$ cat src/sv/gtp_pkg.sv
package gtp_pkg;

  // Field widths
  localparam int unsigned POS_W  = 24;
  localparam int unsigned DIFF_W = 25;
  localparam int unsigned ANG_W  = 16;
  localparam int unsigned DIST_W = 25;
  localparam int unsigned MINT_W = 15;

  // One square-root digit per step over a 50-bit radicand
  localparam int unsigned SQRT_STEPS = 25;

  // Angle constants, 1/128 degree, held wide enough for the wrap sums
  localparam logic signed [17:0] ANG_180 = 18'sd23040;
  localparam logic signed [17:0] ANG_360 = 18'sd46080;

  // CORDIC angle accumulator, 1/32768 degree
  localparam int unsigned         Z_W     = 26;
  localparam logic signed [Z_W-1:0] Z_180  = 26'sd5898240;
  localparam logic signed [Z_W-1:0] Z_HALF = 26'sd128;

  // CORDIC datapath width: input scaled by 256 plus gain headroom
  localparam int unsigned XY_W = 36;

  localparam int unsigned TAB_W = 21;

  typedef enum logic [5:0] {
    ST_IDLE = 6'b000001,
    ST_SQX  = 6'b000010,
    ST_SQY  = 6'b000100,
    ST_ITER = 6'b001000,
    ST_ANG  = 6'b010000,
    ST_TURN = 6'b100000
  } gtp_state_t;

  // atan(2^-i) in 1/32768 degree
  function automatic logic [TAB_W-1:0] atan_step(input logic [4:0] idx);
    logic [TAB_W-1:0] v;
    case (idx)
      5'd0:    v = 21'd1474560;
      5'd1:    v = 21'd870484;
      5'd2:    v = 21'd459940;
      5'd3:    v = 21'd233473;
      5'd4:    v = 21'd117189;
      5'd5:    v = 21'd58653;
      5'd6:    v = 21'd29333;
      5'd7:    v = 21'd14667;
      5'd8:    v = 21'd7334;
      5'd9:    v = 21'd3667;
      5'd10:   v = 21'd1833;
      5'd11:   v = 21'd917;
      5'd12:   v = 21'd458;
      5'd13:   v = 21'd229;
      5'd14:   v = 21'd115;
      5'd15:   v = 21'd57;
      5'd16:   v = 21'd29;
      5'd17:   v = 21'd14;
      5'd18:   v = 21'd7;
      5'd19:   v = 21'd4;
      5'd20:   v = 21'd2;
      5'd21:   v = 21'd1;
      default: v = 21'd0;
    endcase
    return v;
  endfunction

endpackage

$ cat src/sv/goto_point_turn_and_distance_unit.sv
// Go-to-point turn and distance unit. The block holds a pen position (Q15.8)
// and a heading (1/128 degree, 0 = +Y, positive clockwise). An input word with
// tuser = 1 loads position and heading and makes no result. A word
// with tuser = 0 names a target point; the block returns one word with the
// wrapped turn toward the target, a flag that the turn exceeds min_turn (the
// heading then follows the target), the rounded distance in Q.8 and the pen
// flag. Position always moves to the target. A go-to word passes through the
// accept, the squaring of |dx| and then of |dy| on one shared 24x24 squarer,
// the digit-by-digit square root (the CORDIC vectoring steps run in the same
// iterations on a shared shift-add unit), the rounding and wrap of the angle
// and the forming of the turn. The block is not ready meanwhile.
// The result sits in an output register, so the next word is taken while it
// waits; the turn stage holds only if a second result would overwrite it.
module goto_point_turn_and_distance_unit
  import gtp_pkg::*;
#(
  parameter int unsigned CORDIC_STEPS = 16  // vectoring steps, 8..24
) (
  input  logic        clk,
  input  logic        rst,
  // min_turn register, 1/128 degree
  input  logic        cfg_we,
  input  logic [14:0] cfg_wdata,
  // input words
  input  logic        s_axis_tvalid,
  output logic        s_axis_tready,
  // [23:0] target_x, [47:24] target_y, [63:48] new_heading, [64] pen_down, rest zero
  input  logic [71:0] s_axis_tdata,
  // [0] action
  input  logic        s_axis_tuser,
  // result words
  output logic        m_axis_tvalid,
  input  logic        m_axis_tready,
  // [15:0] turn_angle, [16] do_turn, [41:17] distance, [42] pen_active, rest zero
  output logic [47:0] m_axis_tdata
);

  localparam int unsigned ITER_STEPS = SQRT_STEPS;
  localparam int unsigned CNT_W      = $clog2(ITER_STEPS);
  localparam logic [CNT_W-1:0] CNT_LAST   = CNT_W'(ITER_STEPS - 1);
  localparam logic [CNT_W-1:0] CORDIC_CNT = CNT_W'(CORDIC_STEPS);

  gtp_state_t state;

  // architectural state and configuration
  logic signed [POS_W-1:0]  pos_x, pos_y;
  logic signed [ANG_W-1:0]  heading;
  logic        [MINT_W-1:0] min_turn;

  // per-item working registers
  logic signed [DIFF_W-1:0] dx, dy;
  logic                     pen;
  logic                     zero_vec;
  logic [CNT_W-1:0]         count;
  logic [47:0]              sq_x;
  logic [49:0]              rad;
  logic [27:0]              rem;
  logic [DIST_W-1:0]        root;
  logic signed [XY_W-1:0]   cx, cy;
  logic signed [Z_W-1:0]    cz;
  logic signed [ANG_W-1:0]  ang;
  logic [DIST_W-1:0]        distance;

  // input field unpack
  logic signed [POS_W-1:0] in_x, in_y;
  logic signed [ANG_W-1:0] in_heading;
  assign in_x       = s_axis_tdata[23:0];
  assign in_y       = s_axis_tdata[47:24];
  assign in_heading = s_axis_tdata[63:48];

  logic in_acc;
  assign s_axis_tready = (state == ST_IDLE);
  assign in_acc        = s_axis_tvalid && s_axis_tready;

  // shared squarer: |dx| in ST_SQX, |dy| in ST_SQY
  logic [DIFF_W-1:0] dx_abs, dy_abs;
  logic [23:0]       mul_in;
  logic [47:0]       mul_out;
  assign dx_abs  = dx[DIFF_W-1] ? DIFF_W'(-dx) : DIFF_W'(dx);
  assign dy_abs  = dy[DIFF_W-1] ? DIFF_W'(-dy) : DIFF_W'(dy);
  assign mul_in  = (state == ST_SQX) ? dx_abs[23:0] : dy_abs[23:0];
  assign mul_out = mul_in * mul_in;

  // CORDIC start: x = dy*256, y = dx*256, folded into the right half plane
  logic signed [XY_W-1:0] dx_sc, dy_sc;
  assign dx_sc = {{(XY_W-DIFF_W-8){dx[DIFF_W-1]}}, dx, 8'b0};
  assign dy_sc = {{(XY_W-DIFF_W-8){dy[DIFF_W-1]}}, dy, 8'b0};

  // shared shift-add step
  logic signed [XY_W-1:0] xs, ys;
  logic signed [Z_W-1:0]  tab;
  assign xs  = cx >>> count;
  assign ys  = cy >>> count;
  assign tab = signed'({{(Z_W-TAB_W){1'b0}}, atan_step(5'(count))});

  // square-root digit
  logic [27:0] rem_sh, trial;
  assign rem_sh = {rem[25:0], rad[49:48]};
  assign trial  = {1'b0, root, 2'b01};

  // angle rounding and wrap into (-180, 180]
  logic signed [Z_W-1:0] z_rnd;
  logic signed [17:0]    a_raw, a_wrap;
  assign z_rnd = cz + Z_HALF;
  assign a_raw = 18'(z_rnd >>> 8);
  always_comb begin
    if (a_raw > ANG_180) begin
      a_wrap = a_raw - ANG_360;
    end else if (a_raw <= -ANG_180) begin
      a_wrap = a_raw + ANG_360;
    end else begin
      a_wrap = a_raw;
    end
  end

  // turn toward target, wrapped into [-180, 180]
  logic signed [17:0] t_raw, t_wrap, t_mag;
  logic               flag;
  assign t_raw = {{2{ang[ANG_W-1]}}, ang} - {{2{heading[ANG_W-1]}}, heading};
  always_comb begin
    if (t_raw > ANG_180) begin
      t_wrap = t_raw - ANG_360;
    end else if (t_raw < -ANG_180) begin
      t_wrap = t_raw + ANG_360;
    end else begin
      t_wrap = t_raw;
    end
  end
  assign t_mag = t_wrap[17] ? -t_wrap : t_wrap;
  assign flag  = t_mag[15:0] > {1'b0, min_turn};

  logic out_free;
  logic res_load;
  assign out_free = !m_axis_tvalid || m_axis_tready;
  assign res_load = (state == ST_TURN) && out_free;

  always_ff @(posedge clk) begin
    if (rst) begin
      state         <= ST_IDLE;
      pos_x         <= '0;
      pos_y         <= '0;
      heading       <= '0;
      min_turn      <= 15'd128;
      m_axis_tvalid <= 1'b0;
    end else begin
      if (cfg_we) begin
        min_turn <= cfg_wdata;
      end
      // load a fresh result from the turn stage, else drop the one taken
      if (res_load) begin
        m_axis_tvalid <= 1'b1;
      end else if (m_axis_tvalid && m_axis_tready) begin
        m_axis_tvalid <= 1'b0;
      end

      unique case (state)
        ST_IDLE: begin
          if (in_acc) begin
            pos_x <= in_x;
            pos_y <= in_y;
            if (s_axis_tuser) begin
              heading <= in_heading;
            end else begin
              dx    <= {in_x[POS_W-1], in_x} - {pos_x[POS_W-1], pos_x};
              dy    <= {in_y[POS_W-1], in_y} - {pos_y[POS_W-1], pos_y};
              pen   <= s_axis_tdata[64];
              state <= ST_SQX;
            end
          end
        end
        ST_SQX: begin
          sq_x     <= mul_out;
          zero_vec <= (dx == '0) && (dy == '0);
          if (dy[DIFF_W-1]) begin
            cx <= -dy_sc;
            cy <= -dx_sc;
            cz <= dx[DIFF_W-1] ? -Z_180 : Z_180;
          end else begin
            cx <= dy_sc;
            cy <= dx_sc;
            cz <= '0;
          end
          state <= ST_SQY;
        end
        ST_SQY: begin
          rad   <= {2'b0, sq_x} + {2'b0, mul_out};
          rem   <= '0;
          root  <= '0;
          count <= '0;
          state <= ST_ITER;
        end
        ST_ITER: begin
          // one root digit per cycle
          if (rem_sh >= trial) begin
            rem  <= rem_sh - trial;
            root <= {root[DIST_W-2:0], 1'b1};
          end else begin
            rem  <= rem_sh;
            root <= {root[DIST_W-2:0], 1'b0};
          end
          rad <= {rad[47:0], 2'b00};
          // vectoring step, rotate toward y = 0
          if (count < CORDIC_CNT) begin
            if (!cy[XY_W-1]) begin
              cx <= cx + ys;
              cy <= cy - xs;
              cz <= cz + tab;
            end else begin
              cx <= cx - ys;
              cy <= cy + xs;
              cz <= cz - tab;
            end
          end
          if (count == CNT_LAST) begin
            state <= ST_ANG;
          end else begin
            count <= count + 1'b1;
          end
        end
        ST_ANG: begin
          ang      <= zero_vec ? '0 : ANG_W'(a_wrap);
          // round to nearest: remainder above root means the upper half
          distance <= (rem > {3'b0, root}) ? root + 1'b1 : root;
          state    <= ST_TURN;
        end
        ST_TURN: begin
          // hold until the output register is free
          if (out_free) begin
            m_axis_tdata <= {5'b0, pen, distance, flag, t_wrap[15:0]};
            if (flag) begin
              heading <= ang;
            end
            state <= ST_IDLE;
          end
        end
        default: begin
          state <= ST_IDLE;
        end
      endcase
    end
  end

  // a go-to word starts the squarer in the next cycle
  assert property (@(posedge clk) disable iff (rst)
    (in_acc && !s_axis_tuser) |=> (state == ST_SQX))
    else $error("go-to word did not start the sequencer");

  // a result only appears from the turn stage
  assert property (@(posedge clk) disable iff (rst)
    $rose(m_axis_tvalid) |-> $past(state == ST_TURN))
    else $error("result raised outside the turn stage");

  // iteration counter stays within the root digits
  assert property (@(posedge clk) disable iff (rst)
    (state == ST_ITER) |-> (count <= CNT_LAST))
    else $error("iteration counter overran");

  // a flagged turn is never zero
  assert property (@(posedge clk) disable iff (rst)
    (m_axis_tvalid && m_axis_tdata[16]) |-> (m_axis_tdata[15:0] != 16'd0))
    else $error("do_turn set on a zero turn");

  // set_position leaves the block idle
  assert property (@(posedge clk) disable iff (rst)
    (in_acc && s_axis_tuser) |=> (state == ST_IDLE))
    else $error("set_position left the idle state");

endmodule
$ cat config.mk
export PLATFORM = sky130hd
export DESIGN_NAME = goto_point_turn_and_distance_unit
export DESIGN_NICKNAME = d
export VERILOG_FILES = /design/src/sv/gtp_pkg.sv /design/src/sv/goto_point_turn_and_distance_unit.sv
export SDC_FILE = /design/constraint.sdc
export NUM_CORES = 2
export LEC_CHECK = 0
export ABC_AREA = 1
export BUFFER_PORTS_ARGS = -buffer_cell sky130_fd_sc_hd__buf_2
export CORE_ASPECT_RATIO = 1.2
export CORE_UTILIZATION = 65
export DETAILED_ROUTE_END_ITERATION = 16
export PLACE_DENSITY = 0.88
export SLEW_MARGIN = 15
export SYNTH_ARGS = -nofsm -noshare
export SYNTH_HDL_FRONTEND = slang
export SYNTH_SLANG_ARGS = --single-unit
$ cat constraint.sdc
create_clock -name clk -period 12.3 [get_ports clk]
set_input_delay 1.845 -clock clk [delete_from_list [all_inputs] [get_ports clk]]
set_output_delay 1.845 -clock clk [all_outputs]
set_load 0.05 [all_outputs]
# == Word-level counts from Yosys, hierarchy flattened ==
# Memory sizes are Yosys's and may differ from the RTL's. A register that Yosys moved wholly into a read port is not among the register bits.
# Index checks and enable logic that the tools add are counted.
# op_classes
addsub,23
mul,1
n_lt_le_gt_ge,8
n_eq_ne,15
n_shift,2
n_mux,42
bitwise_logic,2
reduce_logical,22
# op_table
cell,count
$mux W36,6
$pmux W36 S2,2
$mux W16,7
$mux W26,4
$pmux W50 S2,1
$add A36 B36 Y36,2
$mux W24,3
$neg A33 Y36,2
$sshr A36 B5 Y36,2
$sub A36 B36 Y36,2
$pmux W28 S2,1
$pmux W26 S2,1
$logic_not A25 Y1,2
$pmux W25 S2,1
$sub A24 B24 Y25,2
$add A48 B48 Y49,1
$mul A24 B24 Y48,1
$neg A24 Y24,2
$mux W18,2
$pmux W6 S6,1
$pmux W16 S2,1
$ge A28 B27 Y1,1
$gt A28 B25 Y1,1
$mux W28,1
other kinds (41),66
# word_totals
ff_bits,476
rom_bits,672
memories,1
# memory_table
name,words,word_bits,rd,rd_clocked_by_memory_dff,write_ports,line,rtl
(name not given),32,21,1,1,0,gtp_pkg.sv:39,case (idx)

# == Logic depth before layout (Yosys ltp) ==
# depth
ltp_word,10
ltp_mapped,54
mapped_depth_nobuf,53

# == Worst setup path after synthesis ==
# OpenSTA, ideal clock, no wires.
# synth_path
path_type,reg-to-reg
startpoint,register dx[0]
endpoint,register rad[45] (data pin)
setup_ns,0.254
t_arrival_ns,9.270
path_slack_ns,2.776
path_stages_with_launch,52
path_buffers,1
period_less_slack_ns,9.524
cell_sequence,edfxtp_1 > inv_1 > ha_1 > nand2_1 > nor2_1 > nand2_1 > nor2_1 > nand2_1 > nor2_4 > nand4_1 > nor2_1 > nand2_1 > nor2_2 > xor2_1 > o21ai_1 > nand2_2 > buf_6 > nor2_1 > [16 not listed] > inv_1 > o21ai_0 > a21oi_1 > o31ai_1 > nand2_1 > nand2_1 > xor2_1 > ha_1 > a21oi_1 > o21a_1 > nor3_1 > nor3_1 > nand3_1 > nand3_1 > nand3_1 > or2_2 > nand3_1 > nand2_1
# synth_between
elab_chain_len,6
# synth_rtl
item,line,rtl
"start, declared",goto_point_turn_and_distance_unit.sv:51,"logic signed [DIFF_W-1:0] dx, dy;"
"start signal, assigned",goto_point_turn_and_distance_unit.sv:164,"dx <= {in_x[POS_W-1], in_x} - {pos_x[POS_W-1], pos_x};"
$neg A24 Y24,goto_point_turn_and_distance_unit.sv:79,assign dx_abs = dx[DIFF_W-1] ? DIFF_W'(-dx) : DIFF_W'(dx);
$mux W24 *,goto_point_turn_and_distance_unit.sv:79,
$mux W24 *,goto_point_turn_and_distance_unit.sv:81,assign mul_in = (state == ST_SQX) ? dx_abs[23:0] : dy_abs[23:0];
$mul A24 B24 Y48 *,goto_point_turn_and_distance_unit.sv:82,assign mul_out = mul_in * mul_in;
named net mul_out[32],goto_point_turn_and_distance_unit.sv:78,logic [47:0] mul_out;
$add A48 B48 Y49 *,goto_point_turn_and_distance_unit.sv:186,"rad <= {2'b0, sq_x} + {2'b0, mul_out};"
$pmux W50 S2 *,goto_point_turn_and_distance_unit.sv:156,unique case (state)
"end signal, assigned",goto_point_turn_and_distance_unit.sv:186,
"end signal, assigned",goto_point_turn_and_distance_unit.sv:201,"rad <= {rad[47:0], 2'b00};"
"end, declared",goto_point_turn_and_distance_unit.sv:56,logic [49:0] rad;
# Mark *: on every way through the listed nets, which the timed path passes. The rest lies on a longest branch.
# A chain may end at the register's enable or synchronous reset.

# == Worst setup path in the final report ==
# layout_path
startpoint,register dy[24]
endpoint,register rad[45] (data pin)
# layout_between
elab_chain_len,5
# layout_rtl
item,line,rtl
"start, declared",goto_point_turn_and_distance_unit.sv:51,
"start signal, assigned",goto_point_turn_and_distance_unit.sv:165,"dy <= {in_y[POS_W-1], in_y} - {pos_y[POS_W-1], pos_y};"
$mux W24,goto_point_turn_and_distance_unit.sv:80,assign dy_abs = dy[DIFF_W-1] ? DIFF_W'(-dy) : DIFF_W'(dy);
$mux W24,goto_point_turn_and_distance_unit.sv:81,
$mul A24 B24 Y48,goto_point_turn_and_distance_unit.sv:82,
named net mul_out[36],goto_point_turn_and_distance_unit.sv:78,
$add A48 B48 Y49,goto_point_turn_and_distance_unit.sv:186,
$pmux W50 S2,goto_point_turn_and_distance_unit.sv:156,
# The timed path passes the listed nets, and every way through them passes these cells.

==> results.sh <==
export IMPL_hold_start="distance[8]"
export IMPL_drtPass1Iterations=11
export IMPL_gp_congestion=1.03
export IMPL_crit_path_max_incr_delay_ns=0.73
export IMPL_rsz0062_at_grt="false"
export IMPL_synthAdderAreaFrac_pct=25.2
export IMPL_clk_pin_slew_ns=0.07
export IMPL_ff2ff_path_depth=41
export IMPL_synth_top_family_by_area="adder cells"
export IMPL_critPathCaptureType="register"
export IMPL_crit_type="reg -> reg"
export IMPL_yosys_warnings=0
export IMPL_antenna_found_initial=25
export IMPL_r2r_end="rad[45]"
export IMPL_holdPathEnd="m_axis_tdata[25]"
export IMPL_cts_root_buf="clkbuf_16"
export IMPL_cts_buffers=54
export IMPL_io_buffers=130
export IMPL_htree_levels=2
export IMPL_hold_buffers=0
export IMPL_synth_edf_count=389
export IMPL_drt_iter0_markers=4468
export IMPL_fp_dieW_um=271
export IMPL_status="finished, final reports clean"
export IMPL_relSlewSlack_pct=23.4
export IMPL_grt_usage_pct=37.7
export IMPL_synth_compound_area_share_pct=13.2
export IMPL_fin_nets=8471
export IMPL_syn_inst=7464
export IMPL_dp_hpwl_mm=133
export IMPL_viasPerCell=5.88
export IMPL_clock_path_buffers=3
export IMPL_cpMaxStageDelayCell="inv_1"
export IMPL_cp_start_kind="register"
export IMPL_synth_simple_area_share_pct=21.3
export IMPL_setup_viol=0
export IMPL_holdPathStages=0
export IMPL_ys_seq_area_share_pct=24.4
export IMPL_n_fill_cell=7020
export IMPL_layout_drive_gt1_share_pct=5.80
export IMPL_worst_pin_slew_ns=1.15
export IMPL_cp_required_ns=12.69
export IMPL_slew_violations=0
export IMPL_fp_dieH_um=325
export IMPL_grt_pass1_wl_mm=263
export IMPL_die_area_sq_mm=0.0882
export IMPL_layout_commonest_cell="nand2_1"
export IMPL_start_util_pct=65.6
export IMPL_synthXorXnorAreaFrac_pct=5.35
export IMPL_seq_area_sq_mm=0.0138
export IMPL_hold_class="reg -> reg"
export IMPL_rows=118
export IMPL_grt_max_degree=105
export IMPL_grt_pass1_vias=50700
export IMPL_antenna_left=0
export IMPL_clock_skew_ns=0.0578
export IMPL_post_cts_resized=0
export IMPL_synth_area_sq_mm=0.0566
export IMPL_syn_area_per_cell_sq_um=7.58
export IMPL_drv_cap=0
export IMPL_grt_ovfl_total=0
export IMPL_multiInputGateArea_sq_mm=0.0369
export IMPL_postCtsSetupRepairBufs=0
export IMPL_drt_wirelength_per_cell_um=19.3
export IMPL_drc=0
export IMPL_path_common_cell="nand2_1"
export IMPL_synthFlopType="edfxtp_1"
export IMPL_r2r_setup_slack_ns=0.88
export IMPL_cts_tree="done"
export IMPL_fmax_mhz=87.6
export IMPL_area_delta_synth_final_pct=6.27
export IMPL_final_hold_viol_count=0
export IMPL_drt_total_wl_mm=168
export IMPL_io_pins=143
export IMPL_cts_sinks=496
export IMPL_crit_fanout=18
export IMPL_clkLatencyLatePin_ns=0.64
export IMPL_core_sq_mm=0.0862
export IMPL_route_vias_total=51200
export IMPL_r2r_start="dy[24]"
export IMPL_ys_types=72
export IMPL_synth_ff_latch_count=496
export IMPL_setup_tns_ns=0
export IMPL_async_flop_share_pct=0
export IMPL_mostFrequentLayoutCells="nand2_1 (1597), inv_1 (1261), nor2_1 (657)"
export IMPL_synthMuxAreaShare_pct=0.0708
export IMPL_critPathArrivalTime_ns=11.81
export IMPL_min_period_ns=11.42
export IMPL_period_share_pct=92.8
metal layers:
metal	wire [um]	vias to the layer above	GRT usage (%)
li1	-	24200	-
met1	59700	23800	43.0
met2	80900	2398	64.2
met3	12400	764	5.46
met4	14600	6	28.1
met5	42	-	0
per-stage QoR:
step           setup slack, ns  hold WS, ns  instances  cell area (sq um)  util [%]
6_report                 0.880        0.413       8709              60100      69.7
5_1_grt                  0.256        0.428       8701              60100      69.7
4_1_cts                   1.18        0.419       8686              60000      69.6
3_5_place_dp              1.16        0.405       8584              58100      67.4
3_3_place_gp              1.36        0.402       8584              58100      67.4
2_1_floorplan             2.78        0.400       7468              56600         -
cell families (layout without fill, tap and decap cells):
family	Yosys count	count (layout)
and+or+nand+nor	2892	2892
adders and majority gates	878	878
DFF	496	496
muxes	4	4
AOI/OAI and AO/OA	1339	1339
xor gates and xnor gates	344	344
other	1	28
buffers and inverters	1510	1588
state kept, by name, indices dropped and copies added, names as in the netlist, 5 cells and up:
register	count
state	6
ang	16
min_turn	15
dx	25
rad	50
dy	25
m_axis_tdata	43
distance	25
count	5
cy	36
tab	21
cz	26
root	25
sq_x	47
pos_y	24
pos_x	24
cx	36
rem	28
heading	16
critical path, delay by kind of cell, from the launching register on:
kind | cells | cell delay [ns]
flops | 1 | 0.37
fa+ha+maj | 9 | 3.89
buf+inv | 7 | 1.62
xor+xnor | 2 | 0.74
simple gates | 19 | 3.59
compound gates | 4 | 0.93
synth_stat cells, types with 39 or more instances:
cell type  count  area share, %
fa_1         436             15
nand4_1       75           0.83
dfxtp_1      107            3.8
inv_1       1264            8.4
xor2_1       236            3.7
nand3_1      350            3.1
nand2_1     1597             11
nor3_1        78           0.69
edfxtp_1     389             21
o21ai_0      434            3.8
o21ai_1      103           0.91
ha_1         442            9.8
nor2_1       659            4.4
a31oi_1       59           0.65
a21oi_1      515            4.6
clkbuf_1     103           0.68
o211ai_1      43           0.57
or2_2         39           0.43
buf_2         53           0.47
xnor2_1      107            1.7
how the worst max path moves through the flow:
stage | startpoint | cells after the start | to | slack [ns]
2_1_floorplan | dx[0] | 51 | rad[45] | 2.78
3_3_place_gp | dx[1] | 51 | rad[45] | 1.36
3_5_place_dp | dx[0] | 49 | rad[45] | 1.16
4_1_cts | dy[0] | 45 | rad[45] | 1.18
5_1_grt | dx[1] | 51 | rad[45] | 0.26
6_report | dy[24] | 41 | rad[45] | 0.88
layout make-up:
cell class	instances	share of cell area (%)
Multi-Input combinational cell	5462	61.4
Antenna cell	23	0.0958
Sequential cell	496	23.0
Inverter	1296	8.11
Tap cell	1140	2.37
Clock buffer	66	2.46
Timing Repair Buffer	190	1.85
Clock inverter	36	0.733
Power is not shown: default switching activity piles up to over one toggle a cycle in this logic, so the estimate is an artifact.
